===== config.mk =====
export PLATFORM = sky130hd
export DESIGN_NAME = cone_isolation_accumulator
export DESIGN_NICKNAME = d
export VERILOG_FILES = /design/src/sv/cia_pkg.sv /design/src/sv/cone_isolation_accumulator.sv
export VERILOG_INCLUDE_DIRS = /design/src /design/src/sv
export SDC_FILE = /design/constraint.sdc
export NUM_CORES = 2
export LEC_CHECK = 0
export ABC_CLOCK_PERIOD_IN_PS = 22100
export BUFFER_PORTS_ARGS = -buffer_cell sky130_fd_sc_hd__buf_2
export CORE_MARGIN = 2
export CORE_UTILIZATION = 55
export CTS_BUF_LIST = sky130_fd_sc_hd__clkbuf_16
export CTS_CLUSTER_SIZE = 8
export DETAILED_ROUTE_END_ITERATION = 16
export GPL_TIMING_DRIVEN = 0
export PLACE_DENSITY = 0.75
export SYNTH_ARGS = -nofsm -noshare
export SYNTH_HDL_FRONTEND = slang
export SYNTH_SLANG_ARGS = --single-unit

===== constraint.sdc =====
create_clock -name clk -period 22.1 [get_ports clk]
set_input_delay 4.42 -clock clk [delete_from_list [all_inputs] [get_ports clk]]
set_output_delay 4.42 -clock clk [all_outputs]
set_load 0.01 [all_outputs]

===== src/sv/cone_isolation_accumulator_defines.svh =====
// Assertion macros shared by the cone isolation accumulator RTL.
`ifndef CONE_ISOLATION_ACCUMULATOR_DEFINES_SVH
`define CONE_ISOLATION_ACCUMULATOR_DEFINES_SVH

// Same-cycle implication, sampled on clk, off during reset.
`define CIA_ASSERT_IMPL(label, ante, cons) \
    label: assert property (@(posedge clk) disable iff (!rst_n) (ante) |-> (cons)) \
        else $error("cone isolation accumulator: check failed");

// Next-cycle implication, sampled on clk, off during reset.
`define CIA_ASSERT_NEXT(label, ante, cons) \
    label: assert property (@(posedge clk) disable iff (!rst_n) (ante) |=> (cons)) \
        else $error("cone isolation accumulator: check failed");

`endif


===== src/sv/cia_pkg.sv =====
// Types, constants and classification function for the cone isolation accumulator.
package cia_pkg;

    localparam int NUM_SUMS      = 14;
    localparam int SUM_WIDTH_DEF = 32;
    localparam int ISO_W         = 32;
    localparam int CAT_W         = 4;
    localparam int PT_W          = 16;
    localparam int ETA_W         = 16;
    localparam int PHI_W         = 15;
    localparam int DZ_W          = 16;
    localparam int PID_W         = 10;
    localparam int VCODE_W       = 2;
    localparam int CONE_W        = 26;
    localparam int CFG_DATA_W    = 26;
    localparam int CFG_IDX_W     = 3;
    localparam int S_DATA_W      = 80;

    // Difference widths and squares
    localparam int DETA_W   = ETA_W + 1;
    localparam int DPHI_W   = PHI_W + 2;
    localparam int ETA_SQ_W = 32;
    localparam int PHI_SQ_W = 28;
    localparam int DR2_W    = 33;

    localparam logic signed [DPHI_W-1:0] PHI_PI     = 17'sd12868;
    localparam logic signed [DPHI_W-1:0] PHI_TWO_PI = 17'sd25736;

    localparam logic [CONE_W-1:0] CONE_OUTER_RST = 26'd1509949;
    localparam logic [CONE_W-1:0] CONE_INNER_RST = 26'd1;
    localparam logic [DZ_W-1:0]   DZ_LIMIT_RST   = 16'd410;

    localparam logic [PID_W-1:0] PID_CHARGED  = 10'd211;
    localparam logic [PID_W-1:0] PID_NEUTRAL  = 10'd130;
    localparam logic [PID_W-1:0] PID_PHOTON   = 10'd22;
    localparam logic [PID_W-1:0] PID_ELECTRON = 10'd11;
    localparam logic [PID_W-1:0] PID_MUON     = 10'd13;
    localparam logic [PID_W-1:0] PID_FWD_HAD  = 10'd1;
    localparam logic [PID_W-1:0] PID_FWD_EM   = 10'd2;

    typedef enum logic [CFG_IDX_W-1:0] {
        REG_TRACK_ETA  = 3'd0,
        REG_TRACK_PHI  = 3'd1,
        REG_CONE_OUTER = 3'd2,
        REG_CONE_INNER = 3'd3,
        REG_DZ_LIMIT   = 3'd4
    } reg_idx_t;

    typedef enum logic [2:0] {
        PAIR_CHARGED  = 3'd0,
        PAIR_NEUTRAL  = 3'd1,
        PAIR_PHOTON   = 3'd2,
        PAIR_ELECTRON = 3'd3,
        PAIR_MUON     = 3'd4,
        PAIR_FORWARD  = 3'd5,
        PAIR_LOST     = 3'd6
    } pair_t;

    typedef struct packed {
        logic  hit;
        pair_t pair;
    } cls_t;

    function automatic cls_t classify(input logic lost, input logic [PID_W-1:0] pid);
        cls_t c;
        c.hit  = 1'b1;
        c.pair = PAIR_LOST;
        if (!lost)
        begin
            case (pid) inside
                PID_CHARGED:              c.pair = PAIR_CHARGED;
                PID_NEUTRAL:              c.pair = PAIR_NEUTRAL;
                PID_PHOTON:               c.pair = PAIR_PHOTON;
                PID_ELECTRON:             c.pair = PAIR_ELECTRON;
                PID_MUON:                 c.pair = PAIR_MUON;
                PID_FWD_HAD, PID_FWD_EM:  c.pair = PAIR_FORWARD;
                default:                  c.hit  = 1'b0;
            endcase
        end
        return c;
    endfunction

endpackage


===== src/sv/cone_isolation_accumulator.sv =====
// Cone isolation accumulator: annulus selection and 14 saturating pt sums per track.
//
// Input stream (s_*): one candidate word per handshake. s_tuser is the lost-track flag,
// s_tlast marks the last candidate of the reference track's set. Words are taken one per
// cycle; a set's sums are snapshot into an output bank when its last word leaves the
// accumulate stage, and the next set starts accumulating from zero in the same cycle.
// Output stream (m_*): 14 words per set, category in m_tuser (0..13), saturated sum in
// m_tdata, m_tlast on the fourteenth. The first word is valid after the last input word
// passes stages 1 and 2 into the bank; then one word per cycle while m_tready is high.
// Throughput: one input word per cycle. The only input stall comes from the single output
// bank: a last word that reaches the accumulate stage while the previous set's 14 words
// are not yet all taken holds the pipeline (s_tready low) until the bank drains.
// A stalled receiver therefore holds the bank, and through it, at most one set boundary.
// Configuration (wr_en, wr_index, wr_data) writes take effect at once and are meant to be
// done only while the block is idle.
// Reset (rst_n, async, low) empties the pipeline and bank, clears all sums and loads the
// register defaults.
module cone_isolation_accumulator
    import cia_pkg::*;
#(
    parameter int SUM_WIDTH = SUM_WIDTH_DEF
)
(
    input  logic                  clk,
    input  logic                  rst_n,
    input  logic                  s_tvalid,
    output logic                  s_tready,
    // abs_particle_id[9:0], cand_eta[25:10], cand_phi[40:26], vertex_code[42:41],
    // dz_value[58:43], cand_pt[74:59], zero fill [79:75]
    input  logic [S_DATA_W-1:0]   s_tdata,
    // from_lost_list[0]
    input  logic                  s_tuser,
    input  logic                  s_tlast,
    output logic                  m_tvalid,
    input  logic                  m_tready,
    // iso_sum[31:0]
    output logic [ISO_W-1:0]      m_tdata,
    // category[3:0]
    output logic [CAT_W-1:0]      m_tuser,
    output logic                  m_tlast,
    input  logic                  wr_en,
    input  logic [CFG_IDX_W-1:0]  wr_index,
    input  logic [CFG_DATA_W-1:0] wr_data
);

`include "cone_isolation_accumulator_defines.svh"

    localparam int EXT_W = (SUM_WIDTH > ISO_W) ? SUM_WIDTH : ISO_W;
    localparam logic [CAT_W-1:0] LAST_CAT = CAT_W'(NUM_SUMS - 1);

    // configuration
    logic signed [ETA_W-1:0] track_eta_reg;
    logic signed [PHI_W-1:0] track_phi_reg;
    logic [CONE_W-1:0]       cone_outer_reg;
    logic [CONE_W-1:0]       cone_inner_reg;
    logic [DZ_W-1:0]         dz_limit_reg;

    always_ff @(posedge clk or negedge rst_n)
    begin
        if (!rst_n)
        begin
            track_eta_reg  <= '0;
            track_phi_reg  <= '0;
            cone_outer_reg <= CONE_OUTER_RST;
            cone_inner_reg <= CONE_INNER_RST;
            dz_limit_reg   <= DZ_LIMIT_RST;
        end
        else if (wr_en)
        begin
            unique case (reg_idx_t'(wr_index))
                REG_TRACK_ETA:  track_eta_reg  <= wr_data[ETA_W-1:0];
                REG_TRACK_PHI:  track_phi_reg  <= wr_data[PHI_W-1:0];
                REG_CONE_OUTER: cone_outer_reg <= wr_data[CONE_W-1:0];
                REG_CONE_INNER: cone_inner_reg <= wr_data[CONE_W-1:0];
                REG_DZ_LIMIT:   dz_limit_reg   <= wr_data[DZ_W-1:0];
                default:        ;
            endcase
        end
    end

    // pipeline control
    logic v1_reg;
    logic v2_reg;
    logic last2_reg;
    logic bank_valid_reg;
    logic [CAT_W-1:0] out_idx_reg;
    logic m_fire;
    logic bank_free;
    logic advance;
    logic s_fire;
    logic fire3;

    assign m_fire    = bank_valid_reg && m_tready;
    assign bank_free = !bank_valid_reg || (m_fire && (out_idx_reg == LAST_CAT));
    assign advance   = !(v2_reg && last2_reg) || bank_free;
    assign s_tready  = advance;
    assign s_fire    = s_tvalid && advance;
    assign fire3     = v2_reg && advance;

    // stage 1: input register
    logic                    lost1_reg;
    logic [PID_W-1:0]        pid1_reg;
    logic signed [ETA_W-1:0] eta1_reg;
    logic signed [PHI_W-1:0] phi1_reg;
    logic [VCODE_W-1:0]      vcode1_reg;
    logic signed [DZ_W-1:0]  dz1_reg;
    logic [PT_W-1:0]         pt1_reg;
    logic                    last1_reg;

    always_ff @(posedge clk)
    begin
        if (s_fire)
        begin
            pid1_reg   <= s_tdata[9:0];
            eta1_reg   <= s_tdata[25:10];
            phi1_reg   <= s_tdata[40:26];
            vcode1_reg <= s_tdata[42:41];
            dz1_reg    <= s_tdata[58:43];
            pt1_reg    <= s_tdata[74:59];
            lost1_reg  <= s_tuser;
            last1_reg  <= s_tlast;
        end
    end

    // stage 1 logic: distances, squares, class
    logic signed [DETA_W-1:0]   deta;
    logic signed [DPHI_W-1:0]   dphi_raw;
    logic signed [DPHI_W-1:0]   dphi;
    logic signed [2*DETA_W-1:0] eta_prod;
    logic signed [2*DPHI_W-1:0] phi_prod;
    logic signed [DZ_W:0]       dz_ext;
    logic [DZ_W:0]              abs_dz;
    logic                       pv;
    cls_t                       cls1;

    always_comb
    begin
        deta     = DETA_W'(eta1_reg) - DETA_W'(track_eta_reg);
        dphi_raw = DPHI_W'(phi1_reg) - DPHI_W'(track_phi_reg);
        if (dphi_raw > PHI_PI)
            dphi = dphi_raw - PHI_TWO_PI;
        else if (dphi_raw < -PHI_PI)
            dphi = dphi_raw + PHI_TWO_PI;
        else
            dphi = dphi_raw;
        eta_prod = deta * deta;
        phi_prod = dphi * dphi;
        dz_ext   = (DZ_W+1)'(dz1_reg);
        abs_dz   = dz_ext[DZ_W] ? (DZ_W+1)'(-dz_ext) : dz_ext;
        pv       = (vcode1_reg > 2'd1) || (abs_dz < {1'b0, dz_limit_reg});
        cls1     = classify(lost1_reg, pid1_reg);
    end

    // stage 2 register
    logic [ETA_SQ_W-1:0] eta_sq2_reg;
    logic [PHI_SQ_W-1:0] phi_sq2_reg;
    logic                hit2_reg;
    logic [CAT_W-1:0]    cat2_reg;
    logic [PT_W-1:0]     pt2_reg;

    always_ff @(posedge clk)
    begin
        if (advance)
        begin
            eta_sq2_reg <= eta_prod[ETA_SQ_W-1:0];
            phi_sq2_reg <= phi_prod[PHI_SQ_W-1:0];
            hit2_reg    <= cls1.hit;
            cat2_reg    <= {cls1.pair, !pv};
            pt2_reg     <= pt1_reg;
            last2_reg   <= last1_reg;
        end
    end

    always_ff @(posedge clk or negedge rst_n)
    begin
        if (!rst_n)
        begin
            v1_reg <= 1'b0;
            v2_reg <= 1'b0;
        end
        else if (advance)
        begin
            v1_reg <= s_fire;
            v2_reg <= v1_reg;
        end
    end

    // stage 3: annulus test and accumulate
    logic [SUM_WIDTH-1:0] sums_reg [NUM_SUMS];
    logic [SUM_WIDTH-1:0] sums_next [NUM_SUMS];
    logic [ISO_W-1:0]     bank_reg [NUM_SUMS];
    logic [ISO_W-1:0]     snap [NUM_SUMS];
    logic [DR2_W-1:0]     dr2;
    logic                 in_cone;
    logic                 add_en;
    logic [SUM_WIDTH:0]   acc_wide;
    logic [SUM_WIDTH-1:0] acc_val;
    logic [EXT_W-1:0]     sum_ext;
    logic                 set_done;

    always_comb
    begin
        dr2      = DR2_W'(eta_sq2_reg) + DR2_W'(phi_sq2_reg);
        in_cone  = (dr2 < DR2_W'(cone_outer_reg)) && (dr2 >= DR2_W'(cone_inner_reg));
        add_en   = fire3 && hit2_reg && in_cone;
        set_done = fire3 && last2_reg;
        acc_wide = {1'b0, sums_reg[cat2_reg]} + (SUM_WIDTH+1)'(pt2_reg);
        acc_val  = acc_wide[SUM_WIDTH] ? '1 : acc_wide[SUM_WIDTH-1:0];
        for (int k = 0; k < NUM_SUMS; k++)
        begin
            sums_next[k] = (add_en && (cat2_reg == CAT_W'(k))) ? acc_val : sums_reg[k];
            sum_ext      = EXT_W'(sums_next[k]);
            snap[k]      = (sum_ext > EXT_W'({ISO_W{1'b1}})) ? '1 : sum_ext[ISO_W-1:0];
        end
    end

    always_ff @(posedge clk or negedge rst_n)
    begin
        if (!rst_n)
        begin
            for (int k = 0; k < NUM_SUMS; k++)
                sums_reg[k] <= '0;
        end
        else if (fire3)
        begin
            for (int k = 0; k < NUM_SUMS; k++)
                sums_reg[k] <= last2_reg ? '0 : sums_next[k];
        end
    end

    // output bank: shifts toward entry 0 on each taken word
    always_ff @(posedge clk)
    begin
        if (set_done)
        begin
            for (int k = 0; k < NUM_SUMS; k++)
                bank_reg[k] <= snap[k];
        end
        else if (m_fire)
        begin
            for (int k = 0; k < NUM_SUMS - 1; k++)
                bank_reg[k] <= bank_reg[k+1];
        end
    end

    always_ff @(posedge clk or negedge rst_n)
    begin
        if (!rst_n)
        begin
            bank_valid_reg <= 1'b0;
            out_idx_reg    <= '0;
        end
        else if (set_done)
        begin
            bank_valid_reg <= 1'b1;
            out_idx_reg    <= '0;
        end
        else if (m_fire)
        begin
            if (out_idx_reg == LAST_CAT)
            begin
                bank_valid_reg <= 1'b0;
                out_idx_reg    <= '0;
            end
            else
                out_idx_reg <= out_idx_reg + 1'b1;
        end
    end

    assign m_tvalid = bank_valid_reg;
    assign m_tdata  = bank_reg[0];
    assign m_tuser  = out_idx_reg;
    assign m_tlast  = out_idx_reg == LAST_CAT;

    `CIA_ASSERT_IMPL(a_stall_blocks_input, v2_reg && last2_reg && !bank_free, !s_tready)
    `CIA_ASSERT_NEXT(a_set_done_loads_bank, set_done, m_tvalid && (m_tuser == '0))
    `CIA_ASSERT_NEXT(a_burst_continues, m_fire && !m_tlast && !set_done,
                     m_tvalid && (out_idx_reg == $past(out_idx_reg) + 1'b1))
    `CIA_ASSERT_IMPL(a_idx_in_range, m_tvalid, out_idx_reg <= LAST_CAT)

endmodule


==> results_dict.tcl <==
set metrics [dict create \
    syn-mean-instance-area_um2 11.3 \
    clockRootBuffer "clkbuf_16" \
    route.vias.total 55700 \
    yosys.area.top_type "edfxtp_1" \
    area_growth_syn_to_layout_pct 11.3 \
    netlist.area_leader.share_pct 24.5 \
    failed_checks "capacitance limit" \
    critPathMaxFanout 10 \
    cts_tree "done" \
    report.final.hold_viol_count 0 \
    synth.lib_cells_used.distinct 111 \
    finalHoldWorstSlack_ns 0.421 \
    chipHeight_um 371 \
    global_router_s_overall_resource_usage_pct 33.4 \
    async_flop_share_pct 47.8 \
    drv_slew 0 \
    hold_path.class "flip-flop to flip-flop" \
    final_layout_size_suffix_gt1_share_pct 12.4 \
    drv_cap 1 \
    syn-instance-count 6518 \
    yosys_most_used_dff "edfxtp_1" \
    timing.final.crit_period_ns 11.56 \
    critPathSlowestCell "o41ai_1" \
    transition_time_at_the_pin_with_the_least_slew_margin_ns 1.48 \
    first_global_vias 56900 \
    fin_setup_tns_ns 0 \
    worstPathArrival_ns 12.03 \
    cts-htree-levels 4 \
    cts.sink_count 1158 \
    route.detailed.drc 0 \
    clock_latency_ns 0.81 \
    grt_first_pass_wirelength_um 343000 \
    synth_register_bits 1158 \
    routabilityCongestion 1.01 \
    max_freq_ghz 0.0865 \
    setup.worst_path.start_class "flip-flop" \
    postLayoutCoreUtil_pct 61.7 \
    post_cts_resize_count 0 \
    worst_case_headroom_to_the_max_slew_limit_pct 0.309 \
    ys.warnings.count 0 \
    final-seq-area_um2 32000 \
    cpMostUsedCell "fa_1" \
    die_area_um2 137000 \
    io_buffer_count 148 \
    setup.worst_path.class "flip-flop to flip-flop" \
    layout.nets 7741 \
    number_of_vias_per_cell 6.36 \
    mappedNetlistNets 7410 \
    std_cell_rows 134 \
    cts_made_buffers 165 \
    antenna_found_initial 9 \
    synth_area_um2 73900 \
    dp.final_hpwl_um 176000 \
    cts.reportedPaths.clkPinSlew_ns 0.05 \
    final-setup-viol-count 0 \
    drt-initial-drc-count 6362 \
    ctsHoldBuffers 0 \
    grt_start_max_net_pins 109 \
    layout.filler_cells 10500 \
    fin_skew_ns 0.0513 \
    end_kind "flip-flop" \
    rsz_0062_raised_after_global_routing "false" \
    num_io_pins 155 \
    core-area_um2 133000 \
    synth_common_cells "inv_1, nand2_1, edfxtp_1, dfrtp_1, fa_1" \
    final.period_utilization_pct 52.3 \
    setup_buffers_after_cts 0 \
    multiInputGateArea_um2 37200 \
    synth_edf_count 604 \
    cpPeakStageDelay_ns 0.75 \
    cts.path.max_buffers 3 \
    grt-ovfl-total 0 \
    synth.most_common_cell "inv_1" \
    floorplan.initialDensity_pct 55.4 \
    outcome "complete, but fails checks" \
    post_drt_wl_per_cell_um 25.9 \
    data_required_time_at_the_worst_endpoint_ns 22.57 \
    ys_seq_area_share_pct 43.3 \
    routed_wl_um 227000 \
    ant_nets 0 \
    die_w_um 371 \
    firstDrtPassIters 10 \
    leading_post_synthesis_cells_by_cell_area "edfxtp_1, dfrtp_1, fa_1" \
]
[logic make-up (layout without fill, tap and decap cells)]
kind of cell | after synthesis | in the layout | share of synthesized area [%]
AOI/OAI and AO/OA | 1472 | 1472 | 15.7
xor gates and xnor gates | 165 | 165 | 2.00
adders and majority gates | 776 | 776 | 18.0
buffers and inverters | 1127 | 1598 | 6.40
DFF | 1158 | 1158 | 43.3
muxes | 203 | 203 | 4.47
other | 0 | 3 | 0
and+or+nand+nor | 1617 | 1617 | 10.1
[final timing paths]
kind / start / to / slack [ns] / cells past startpoint
max: track_phi_reg[0]$_DFFE_PN0P_ / phi_sq2_reg[27]$_DFFE_PN_ / 10.54 / 34
min: pt1_reg[12]$_DFFE_PP_ / pt2_reg[12]$_DFFE_PN_ / 0.42 / 0
max reg2reg: track_phi_reg[0]$_DFFE_PN0P_ / phi_sq2_reg[27]$_DFFE_PN_ / 10.54 / 34
min reg2reg: pt1_reg[12]$_DFFE_PP_ / pt2_reg[12]$_DFFE_PN_ / 0.42 / 0
max in group asynchronous: rst_n / sums_reg[376]$_DFFE_PN0P_ / 16.88 / 3
min in group asynchronous: rst_n / sums_reg[12]$_DFFE_PN0P_ / 3.64 / 1
[through the flow]
| stage | setup slack, ns | instances | instance area, µm² |
|---|---|---|---|
| global placement | 0.834 | 8434 | 76900 |
| CTS | 10.61 | 8757 | 82300 |
| detailed placement | 10.73 | 8450 | 77300 |
| global route | 10.01 | 8757 | 82300 |
| finish | 10.54 | 8760 | 82300 |
| floorplan | 6.68 | 6518 | 73900 |
[cell usage in the layout (no fill, tap or decap), types with 32 or more instances in the layout]
cell type | synthesis | final
inv_1 | 688 | 808
nand2_1 | 651 | 650
edfxtp_1 | 604 | 604
dfrtp_1 | 537 | 537
fa_1 | 478 | 478
nor2_1 | 398 | 398
a22o_1 | 325 | 325
buf_2 | 165 | 312
ha_1 | 298 | 298
a221o_1 | 242 | 242
o21ai_0 | 226 | 226
clkbuf_1 | 180 | 179
clkbuf_16 | 0 | 168
and2_1 | 152 | 152
a21oi_1 | 122 | 122
xnor2_1 | 121 | 121
a22oi_1 | 118 | 118
o2bb2ai_1 | 115 | 115
nor3_1 | 110 | 110
mux4_2 | 96 | 96
mux2_2 | 59 | 59
buf_4 | 55 | 55
and3_1 | 53 | 53
mux2i_1 | 48 | 48
nand2b_1 | 46 | 46
nand3_1 | 43 | 43
xor2_1 | 40 | 40
a21o_1 | 39 | 39
o211ai_1 | 32 | 32
[worst max-delay path: cells and delay by family, from the launching register on]
kind            cells  cell delay [ns]
fa+ha+maj           9             4.16
compound gates     12             3.51
flops               1             0.40
buf+inv             6             0.71
xor+xnor            3             1.50
simple gates        4             0.95
[per-layer routing]
| metal | global-route usage [%] | part of all wire (%) | wire (µm) |
|---|---|---|---|
| met3 | 7.95 | 10 | 23100 |
| met2 | 53.7 | 47 | 106000 |
| met5 | 0 | 0.023 | 51 |
| met1 | 40.9 | 36 | 81200 |
| met4 | 20.6 | 6.9 | 15700 |
[layout make-up]
type	instances	area share (%)
Timing Repair Buffer	164	1.40
Clock inverter	139	0.935
Tap cell	1768	2.69
Multi-Input combinational cell	4233	45.2
Sequential cell	1158	38.9
Inverter	699	3.19
Antenna cell	3	0.00912
Buffer	428	2.56
Clock buffer	168	5.11
Power is not shown: default switching activity piles up to over one toggle a cycle in this logic, so the estimate is an artifact.
